$ cat src/rtl/nfcm_pkg.sv
// ---------------------------------------------------------------------------
// nfcm_pkg: shared types and constants of the NFC-A card frame modulator
// Holds the bit-pattern constants and the job word passed from the front
// part through the queue to the serializer.
// ---------------------------------------------------------------------------
package nfcm_pkg;

  // Modulation levels of one bit, bit 15 goes out first.
  localparam logic [15:0] PATTERN_ONE  = 16'hAA00;
  localparam logic [15:0] PATTERN_ZERO = 16'h00AA;

  // A job holds at most the start symbol, eight data bits and parity.
  localparam int unsigned MAX_BITS  = 10;
  localparam int unsigned CNT_W     = 4;
  localparam logic [3:0]  FULL_BYTE = 4'd8;

  typedef struct packed {
    logic [MAX_BITS-1:0] bits;   // bit 0 is sent first
    logic [CNT_W-1:0]    count;  // number of valid bits, 1 to 10
  } job_t;

endpackage

$ cat src/rtl/nfcm_intf.sv
// ---------------------------------------------------------------------------
// nfcm_intf: valid/ready channels of the NFC-A card frame modulator
// The input channel carries one byte with its framing; the output channel
// carries one 16-slot modulation pattern per word.
// ---------------------------------------------------------------------------
interface nfcm_in_if;
  logic       valid;
  logic       ready;
  logic [7:0] data_byte;
  logic       parity_bit;
  logic [3:0] bit_count;
  logic       frame_start;

  modport source (output valid, data_byte, parity_bit, bit_count, frame_start,
                  input ready);
  modport sink   (input valid, data_byte, parity_bit, bit_count, frame_start,
                  output ready);
endinterface

interface nfcm_out_if;
  logic        valid;
  logic        ready;
  logic [15:0] slot_pattern;
  logic        last_of_item;

  modport source (output valid, slot_pattern, last_of_item, input ready);
  modport sink   (input valid, slot_pattern, last_of_item, output ready);
endinterface

$ cat src/rtl/nfcm_front.sv
// ---------------------------------------------------------------------------
// nfcm_front: input classifier
// Turns one input word into the ordered list of bits to send and its length.
// ---------------------------------------------------------------------------
module nfcm_front (
  nfcm_in_if.sink         in_i,
  output logic            push_valid_o,
  input  logic            push_ready_i,
  output nfcm_pkg::job_t  push_job_o
);

  logic [3:0] cnt_sat;
  logic       full;
  logic [8:0] data_ext;
  logic [3:0] n_data;

  always_comb begin
    cnt_sat  = (in_i.bit_count > nfcm_pkg::FULL_BYTE) ? nfcm_pkg::FULL_BYTE
                                                      : in_i.bit_count;
    full     = (cnt_sat == nfcm_pkg::FULL_BYTE);
    // Parity rides behind the byte only on a full byte.
    data_ext = {in_i.parity_bit & full, in_i.data_byte};
    n_data   = full ? (cnt_sat + 4'd1) : cnt_sat;

    if (in_i.frame_start) begin
      push_job_o.bits = {data_ext, 1'b1};
    end else begin
      push_job_o.bits = {1'b0, data_ext};
    end
    push_job_o.count = n_data + {3'b000, in_i.frame_start};
  end

  // A word with nothing to send is accepted and dropped.
  assign in_i.ready   = push_ready_i;
  assign push_valid_o = in_i.valid && (push_job_o.count != 4'd0);

endmodule

$ cat src/rtl/nfcm_queue.sv
// ---------------------------------------------------------------------------
// nfcm_queue: two-entry job queue
// Decouples the classifier from the serializer so each side stalls alone.
// ---------------------------------------------------------------------------
module nfcm_queue (
  input  logic            clk_i,
  input  logic            rst_ni,
  input  logic            push_valid_i,
  output logic            push_ready_o,
  input  nfcm_pkg::job_t  push_job_i,
  output logic            pop_valid_o,
  input  logic            pop_ready_i,
  output nfcm_pkg::job_t  pop_job_o,
  output logic [1:0]      level_o
);

  nfcm_pkg::job_t entry_q [2];
  logic           wr_ptr_q, wr_ptr_d;
  logic           rd_ptr_q, rd_ptr_d;
  logic [1:0]     level_q, level_d;
  logic           push, pop;

  assign push_ready_o = (level_q != 2'd2);
  assign pop_valid_o  = (level_q != 2'd0);
  assign pop_job_o    = entry_q[rd_ptr_q];
  assign level_o      = level_q;

  always_comb begin
    push     = push_valid_i && push_ready_o;
    pop      = pop_valid_o && pop_ready_i;
    wr_ptr_d = push ? ~wr_ptr_q : wr_ptr_q;
    rd_ptr_d = pop ? ~rd_ptr_q : rd_ptr_q;
    level_d  = level_q + {1'b0, push} - {1'b0, pop};
  end

  always_ff @(posedge clk_i or negedge rst_ni) begin
    if (!rst_ni) begin
      wr_ptr_q <= 1'b0;
      rd_ptr_q <= 1'b0;
      level_q  <= 2'd0;
    end else begin
      wr_ptr_q <= wr_ptr_d;
      rd_ptr_q <= rd_ptr_d;
      level_q  <= level_d;
    end
  end

  always_ff @(posedge clk_i) begin
    if (push) begin
      entry_q[wr_ptr_q] <= push_job_i;
    end
  end

endmodule

$ cat src/rtl/nfcm_back.sv
// ---------------------------------------------------------------------------
// nfcm_back: bit serializer
// Emits one modulation pattern per cycle, unless the output stalls, from the
// current job into an output register, loading the next job without a gap.
// ---------------------------------------------------------------------------
module nfcm_back (
  input  logic            clk_i,
  input  logic            rst_ni,
  input  logic            pop_valid_i,
  output logic            pop_ready_o,
  input  nfcm_pkg::job_t  job_i,
  nfcm_out_if.source      out_o
);

  logic                          busy_q, busy_d;
  logic [nfcm_pkg::MAX_BITS-1:0] shift_q, shift_d;
  logic [nfcm_pkg::CNT_W-1:0]    remain_q, remain_d;
  logic                          valid_q, valid_d;
  logic [15:0]                   pattern_q, pattern_d;
  logic                          last_q, last_d;
  logic                          advance;
  logic                          cur_bit;
  logic                          cur_last;

  assign advance     = !valid_q || out_o.ready;
  assign pop_ready_o = advance && !busy_q;

  always_comb begin
    busy_d    = busy_q;
    shift_d   = shift_q;
    remain_d  = remain_q;
    valid_d   = valid_q;
    pattern_d = pattern_q;
    last_d    = last_q;
    cur_bit   = busy_q ? shift_q[0] : job_i.bits[0];
    cur_last  = busy_q ? (remain_q == 4'd1) : (job_i.count == 4'd1);

    if (advance) begin
      valid_d = busy_q || pop_valid_i;
      if (busy_q) begin
        shift_d  = shift_q >> 1;
        remain_d = remain_q - 4'd1;
        busy_d   = !cur_last;
      end else if (pop_valid_i) begin
        shift_d  = job_i.bits >> 1;
        remain_d = job_i.count - 4'd1;
        busy_d   = !cur_last;
      end
      pattern_d = cur_bit ? nfcm_pkg::PATTERN_ONE : nfcm_pkg::PATTERN_ZERO;
      last_d    = cur_last;
    end
  end

  always_ff @(posedge clk_i or negedge rst_ni) begin
    if (!rst_ni) begin
      busy_q  <= 1'b0;
      valid_q <= 1'b0;
    end else begin
      busy_q  <= busy_d;
      valid_q <= valid_d;
    end
  end

  always_ff @(posedge clk_i) begin
    shift_q   <= shift_d;
    remain_q  <= remain_d;
    pattern_q <= pattern_d;
    last_q    <= last_d;
  end

  assign out_o.valid        = valid_q;
  assign out_o.slot_pattern = pattern_q;
  assign out_o.last_of_item = last_q;

endmodule

$ cat src/rtl/nfcm_card_frame_modulator.sv
// ---------------------------------------------------------------------------
// nfca_card_frame_modulator: NFC-A card load-modulation encoder
// Expands each byte word into Manchester-coded subcarrier patterns.
// ---------------------------------------------------------------------------
// Usage. The input channel takes one word per byte: the byte, its parity,
// a bit count and a frame-start flag. The output channel gives one 16-slot
// modulation pattern per bit, bit 15 first, with last_of_item marking the
// final pattern of each input word. A frame start adds a leading one (the
// start-of-frame symbol), bits go least significant first, and a full byte
// (count 8 or more) is followed by its parity bit, so one word yields up to
// ten patterns. A word with a zero count and no frame start yields nothing.
// The first pattern passes through the job queue and then the pattern
// register after its input word is taken. The serializer sends one
// pattern per cycle while the output channel accepts and loads the
// next job with no gap, so a steady stream of full bytes with frame start
// runs at one word per ten patterns; the output channel sets that pace.
// A two-entry job queue sits between the classifier and the serializer;
// when the receiver stalls, the pattern register holds and the input keeps
// accepting words until the queue is full. Reset empties the queue and the
// output register; no clearing pass is needed.
// ---------------------------------------------------------------------------
module nfca_card_frame_modulator (
  input  logic        clk_i,
  input  logic        rst_ni,
  nfcm_in_if.sink     in_i,
  nfcm_out_if.source  out_o
);

  logic           push_valid;
  logic           push_ready;
  nfcm_pkg::job_t push_job;
  logic           pop_valid;
  logic           pop_ready;
  nfcm_pkg::job_t pop_job;
  logic [1:0]     queue_level;

  // Classifier: works out the bit list of each word.
  nfcm_front u_front (
    .in_i         (in_i),
    .push_valid_o (push_valid),
    .push_ready_i (push_ready),
    .push_job_o   (push_job)
  );

  // Job queue between the two halves.
  nfcm_queue u_queue (
    .clk_i        (clk_i),
    .rst_ni       (rst_ni),
    .push_valid_i (push_valid),
    .push_ready_o (push_ready),
    .push_job_i   (push_job),
    .pop_valid_o  (pop_valid),
    .pop_ready_i  (pop_ready),
    .pop_job_o    (pop_job),
    .level_o      (queue_level)
  );

  // Serializer with the registered output word.
  nfcm_back u_back (
    .clk_i       (clk_i),
    .rst_ni      (rst_ni),
    .pop_valid_i (pop_valid),
    .pop_ready_o (pop_ready),
    .job_i       (pop_job),
    .out_o       (out_o)
  );

`ifndef ASSERT_OFF
  // The queue never holds more than its two entries.
  a_level_bound: assert property (@(posedge clk_i) disable iff (!rst_ni)
    queue_level != 2'd3)
    else $error("job queue level out of range");

  // Every queued job has between one and ten bits.
  a_job_count: assert property (@(posedge clk_i) disable iff (!rst_ni)
    (push_valid && push_ready) |->
      (push_job.count != 4'd0 && push_job.count <= 4'd10))
    else $error("job with bad bit count queued");

  // A word with nothing to send never reaches the queue.
  a_empty_drop: assert property (@(posedge clk_i) disable iff (!rst_ni)
    (in_i.valid && in_i.bit_count == 4'd0 && !in_i.frame_start) |-> !push_valid)
    else $error("empty word queued");

  // A job is only taken from a queue that holds one.
  a_pop_nonempty: assert property (@(posedge clk_i) disable iff (!rst_ni)
    pop_ready && pop_valid |-> queue_level != 2'd0)
    else $error("pop from empty job queue");
`endif

endmodule

$ cat src/flat_wrapper.sv
// flat-port wrapper written by rule: the top's interface ports become plain ports
module nfca_card_frame_modulator_flat 
  (clk_i, rst_ni, in_i_valid, in_i_data_byte, in_i_parity_bit, in_i_bit_count, in_i_frame_start, in_i_ready, out_o_valid, out_o_slot_pattern, out_o_last_of_item, out_o_ready);
  nfcm_in_if in_i_i ();
  nfcm_out_if out_o_i ();
  input  logic clk_i;
  input  logic rst_ni;
  input wire logic [$bits(in_i_i.valid)-1:0] in_i_valid;
  input wire logic [$bits(in_i_i.data_byte)-1:0] in_i_data_byte;
  input wire logic [$bits(in_i_i.parity_bit)-1:0] in_i_parity_bit;
  input wire logic [$bits(in_i_i.bit_count)-1:0] in_i_bit_count;
  input wire logic [$bits(in_i_i.frame_start)-1:0] in_i_frame_start;
  output wire logic [$bits(in_i_i.ready)-1:0] in_i_ready;
  output wire logic [$bits(out_o_i.valid)-1:0] out_o_valid;
  output wire logic [$bits(out_o_i.slot_pattern)-1:0] out_o_slot_pattern;
  output wire logic [$bits(out_o_i.last_of_item)-1:0] out_o_last_of_item;
  input wire logic [$bits(out_o_i.ready)-1:0] out_o_ready;
  assign in_i_i.valid = in_i_valid;
  assign in_i_i.data_byte = in_i_data_byte;
  assign in_i_i.parity_bit = in_i_parity_bit;
  assign in_i_i.bit_count = in_i_bit_count;
  assign in_i_i.frame_start = in_i_frame_start;
  assign in_i_ready = in_i_i.ready;
  assign out_o_valid = out_o_i.valid;
  assign out_o_slot_pattern = out_o_i.slot_pattern;
  assign out_o_last_of_item = out_o_i.last_of_item;
  assign out_o_i.ready = out_o_ready;
  nfca_card_frame_modulator u_core (.clk_i(clk_i), .rst_ni(rst_ni), .in_i(in_i_i), .out_o(out_o_i));
endmodule
$ cat config.mk
export PLATFORM = sky130hd
export DESIGN_NAME = nfca_card_frame_modulator_flat
export DESIGN_NICKNAME = d
export VERILOG_FILES = /design/src/rtl/nfcm_pkg.sv /design/src/rtl/nfcm_intf.sv /design/src/rtl/nfcm_front.sv /design/src/rtl/nfcm_queue.sv /design/src/rtl/nfcm_back.sv /design/src/rtl/nfcm_card_frame_modulator.sv /design/src/flat_wrapper.sv
export SDC_FILE = /design/constraint.sdc
export NUM_CORES = 1
export LEC_CHECK = 0
export ABC_AREA = 1
export BUFFER_PORTS_ARGS = -buffer_cell sky130_fd_sc_hd__buf_2
export CORE_MARGIN = 2
export CORE_UTILIZATION = 60
export DETAILED_ROUTE_END_ITERATION = 7
export PLACE_DENSITY_LB_ADDON = 0.05
export SLEW_MARGIN = 20
export SYNTH_ARGS = -nofsm -noshare
export SYNTH_HDL_FRONTEND = slang
export SYNTH_SLANG_ARGS = --single-unit
$ cat constraint.sdc
create_clock -name clk_i -period 4.8 [get_ports clk_i]
set_input_delay 0.72 -clock clk_i [delete_from_list [all_inputs] [get_ports clk_i]]
set_output_delay 0.72 -clock clk_i [all_outputs]
set_load 0.1 [all_outputs]
==> flow_summary_export.csv <==
group,metric,value,unit
run_status,outcome,"finished clean",
synthesis,yosys.cell_types.count,27,
global_route,grt.overflow.total,0,
critical_path,r2r_start,"u_core.u_back.busy_q",
sta,fin_setup_tns,0,ps
global_route,grt_max_degree,21,
synthesis,avgSynthCellArea,10.38,µm²
layout,drive_gt1_frac,0.1462,
layout,layout_commonest_cell,"nand2_1",
synthesis,postSynthCellCount,230,
clock_network,clk_latency,290,ps
clock_network,cts.clk_slew.worst_paths,80,ps
route,top_layer,"met4",
die,rows,22,
power_and_ir_drop,p_leak,1.135,nW
global_route,antenna_found_initial,0,
global_route,grt_util_all_layers,0.2052,
sta,hold_violations,0,
clock_network,h-tree-depth,2,
synthesis,yosysSeqAreaShare,0.6164,
critical_path,crit_chain,"buf_2, or2_2, ha_1, ha_1, nor2_1, nand3_1, o21bai_1, ha_1, inv_1, ha_1, xnor2_1",
sta,worst_slew_pin_slew,695.5,ps
route,wl_per_cell,12.77,µm
critical_path,path_buf_inv,2,
sta,rsz0062_at_grt,"false",
critical_path,crit_type,"primary input to flip-flop",
layout,area_growth,7.338,%
critical_path,reg2reg_depth,7,
critical_path,cp_slowest_cell,"ha_1",
sta,post-route-period-util,0.5321,
clock_network,cts_hold_buf,0,
power_and_ir_drop,p_per_area,676.7,nW/µm²
critical_path,slowest_delay,310,ps
flow_run,maxCapViolations,0,
placed_design,dpl_cell_area,2480,µm²
sta,finalCriticalPeriod,2554,ps
die,die_y,67.08,µm
die,die_area,4499,µm²
sta,fin_skew,2.277,ps
route,post-route-drc-count,0,
sta,slew_viol_final,0,
critical_path,start_kind,"primary input",
layout,fin_nets,278,
critical_path,reg2reg_slack,2660,ps
placed_design,portBuffers,28,
route,ant_nets,0,
critical_path,endpoint_kind,"flip-flop",
placed_design,gp_congestion,0.6910,
min_path,hp-class,"primary input to async pin",
critical_path,r2r-end,"u_core.u_queue.level_o[1]",
clock_network,cts_inserted_buffers,5,
critical_path,cpLargestDelayFamily,"adder cells",
clock_network,cts_resized,0,
placed_design,dpl.hpwl,2828,µm
layout,layout_common_cells,"nand2_1, edfxtp_1, buf_2",
power_and_ir_drop,max-vdd-ir-drop,0.3322,mV
clock_network,cts_tree,"built",
clock_network,cts_buffer_depth,2,
route,initialDrtViolationCount,95,
layout,post-route-util,0.6845,
layout,design_area,2562,µm²
route,wl_met3,219,µm
route,wl_met2,1955,µm
layout,antennaDiodeCount,0,
synthesis,ys.warnings.count,0,
synthesis,synth_top_area_frac,0.5535,
die,core,3744,µm²
sta,max_freq,0.3915,GHz
die,io_pins,37,
route,drt_wl_total,3845,µm
sta,fin_ws,2246,ps
route,dr.pass1.iters,4,
sta,setup_viol,0,
clock_network,clock_sinks,50,
sta,slew-limit-headroom,0.5358,
synthesis,syn_area,2387,µm²
route,vias,1512,
critical_path,worst_path_most_repeated_cell,"ha_1",
synthesis,synth_largest_area_cell,"edfxtp_1",
critical_path,crit_fanout,4,
route,wl_met1,1662,µm
critical_path,worstPathArrival,2770,ps
critical_path,cp.required,5020,ps
synthesis,synth-seq-cells,50,
clock_network,cts_root_buffer,"clkbuf_8",
placed_design,dp_worst_setup_slack,1593,ps
synthesis,ys_top_cells_by_area,"edfxtp_1, nand2_1, dfrtp_1",
die,start_util,0.6377,
route,post_drt_via_cell_ratio,5.023,
global_route,first_global_vias,1462,
global_route,grt_pass1_wl,6596,µm
die,die_w,67.08,µm
clock_network,post_cts_buffers,0,
final cells by class:
class | instances | area, µm²
Inverter | 29 | 108.9
Tap cell | 48 | 60.06
Fill cell | 300 | 1181
Multi-Input combinational cell | 137 | 694.4
Clock buffer | 5 | 68.82
Sequential cell | 50 | 1471
Clock inverter | 3 | 11.26
Timing Repair Buffer | 29 | 147.6
worst reg2reg max path, cell delays in order (launching register included):
cell and delay (ps):
dfrtp_1 670, inv_1 420, nand3b_1 260, inv_1 60, ha_1 260, inv_1 40
ha_1 190, xnor2_1 120
registers in the layout, indices dropped and copies added (netlist names):
| name | flops |
|---|---|
| u_core.u_queue.wr_ptr_q | 1 |
| u_core.u_back.busy_q | 1 |
| u_core.u_back.out_o.last_of_item | 1 |
| u_core.u_queue.level_o | 2 |
| u_core.u_queue.rd_ptr_q | 1 |
| u_core.u_back.out_o.valid | 1 |
| u_core.u_back.shift_q | 9 |
| u_core.u_back.remain_q | 4 |
| u_core.u_back.out_o.slot_pattern | 2 |
| u_core.u_queue.entry_q | 28 |
Yosys cell counts (all sizes together):
| library cell | instances |
|---|---|
| nand4 | 3 |
| o21ai | 13 |
| a21oi | 17 |
| or2 | 3 |
| nand2 | 45 |
| xnor2 | 3 |
| o211ai | 1 |
| conb | 1 |
| mux2i | 1 |
| nand3b | 1 |
| nand3 | 10 |
| ha | 8 |
| edfxtp | 44 |
| dfrtp | 6 |
| inv | 28 |
| xor2 | 1 |
| clkbuf | 1 |
| and2 | 2 |
| clkinv | 1 |
| o21bai | 1 |
| nor2 | 20 |
| buf | 20 |
worst max-delay path by stage:
stage | start | end | slack [ps] | cells after the start
3_3_place_gp | in_i_bit_count[3] | u_core.u_queue.entry_q[1][9] | 1700 | 8
2_1_floorplan | in_i_bit_count[3] | u_core.u_queue.entry_q[1][0] | 2090 | 7
4_1_cts | in_i_bit_count[3] | u_core.u_queue.entry_q[1][8] | 1920 | 8
3_5_place_dp | in_i_bit_count[3] | u_core.u_queue.entry_q[1][11] | 1590 | 8
5_1_grt | in_i_bit_count[3] | u_core.u_queue.level_o[1] | 2100 | 11
6_report | in_i_bit_count[3] | u_core.u_queue.level_o[1] | 2250 | 11
layer usage:
metal / up-vias / global-route usage
li1: 778 / -
met1: 684 / 0.2534
met5: - / 0
met2: 48 / 0.3577
met3: 2 / 0.05068
met4: 0 / 0.05357
where the power goes:
part / switching (mW) / internal (mW) / leakage [nW]
sequential: 0.0853 / 0.663 / 0.484
combinational: 0.592 / 0.173 / 0.610
clock: 0.124 / 0.0974 / 0.0407
total: 0.801 / 0.933 / 1.13
per-stage QoR:
step	instances	total power, mW	hold WS (ps)
final	301	1.734	235.7
after global routing	301	1.860	228.2
after CTS	301	1.754	227.7
after detailed placement	293	1.530	466.6
after global placement	293	1.506	469.1
after floorplan	237	1.421	424.4
cell families (layout without fill, tap and decap cells):
group                      count (synthesis)  count (layout)  synth area share
AOI/OAI and AO/OA                         32              32           0.06918
buffers and inverters                     50              66            0.1048
DFF                                       50              50            0.6164
and+or+nand+nor                           84              84            0.1473
adders and majority gates                  8               8           0.04193
muxes                                      1               1          0.004193
other                                      1               8          0.001571
xor gates and xnor gates                   4               4           0.01468
No activity file was read; power rests on OpenSTA's default activity.
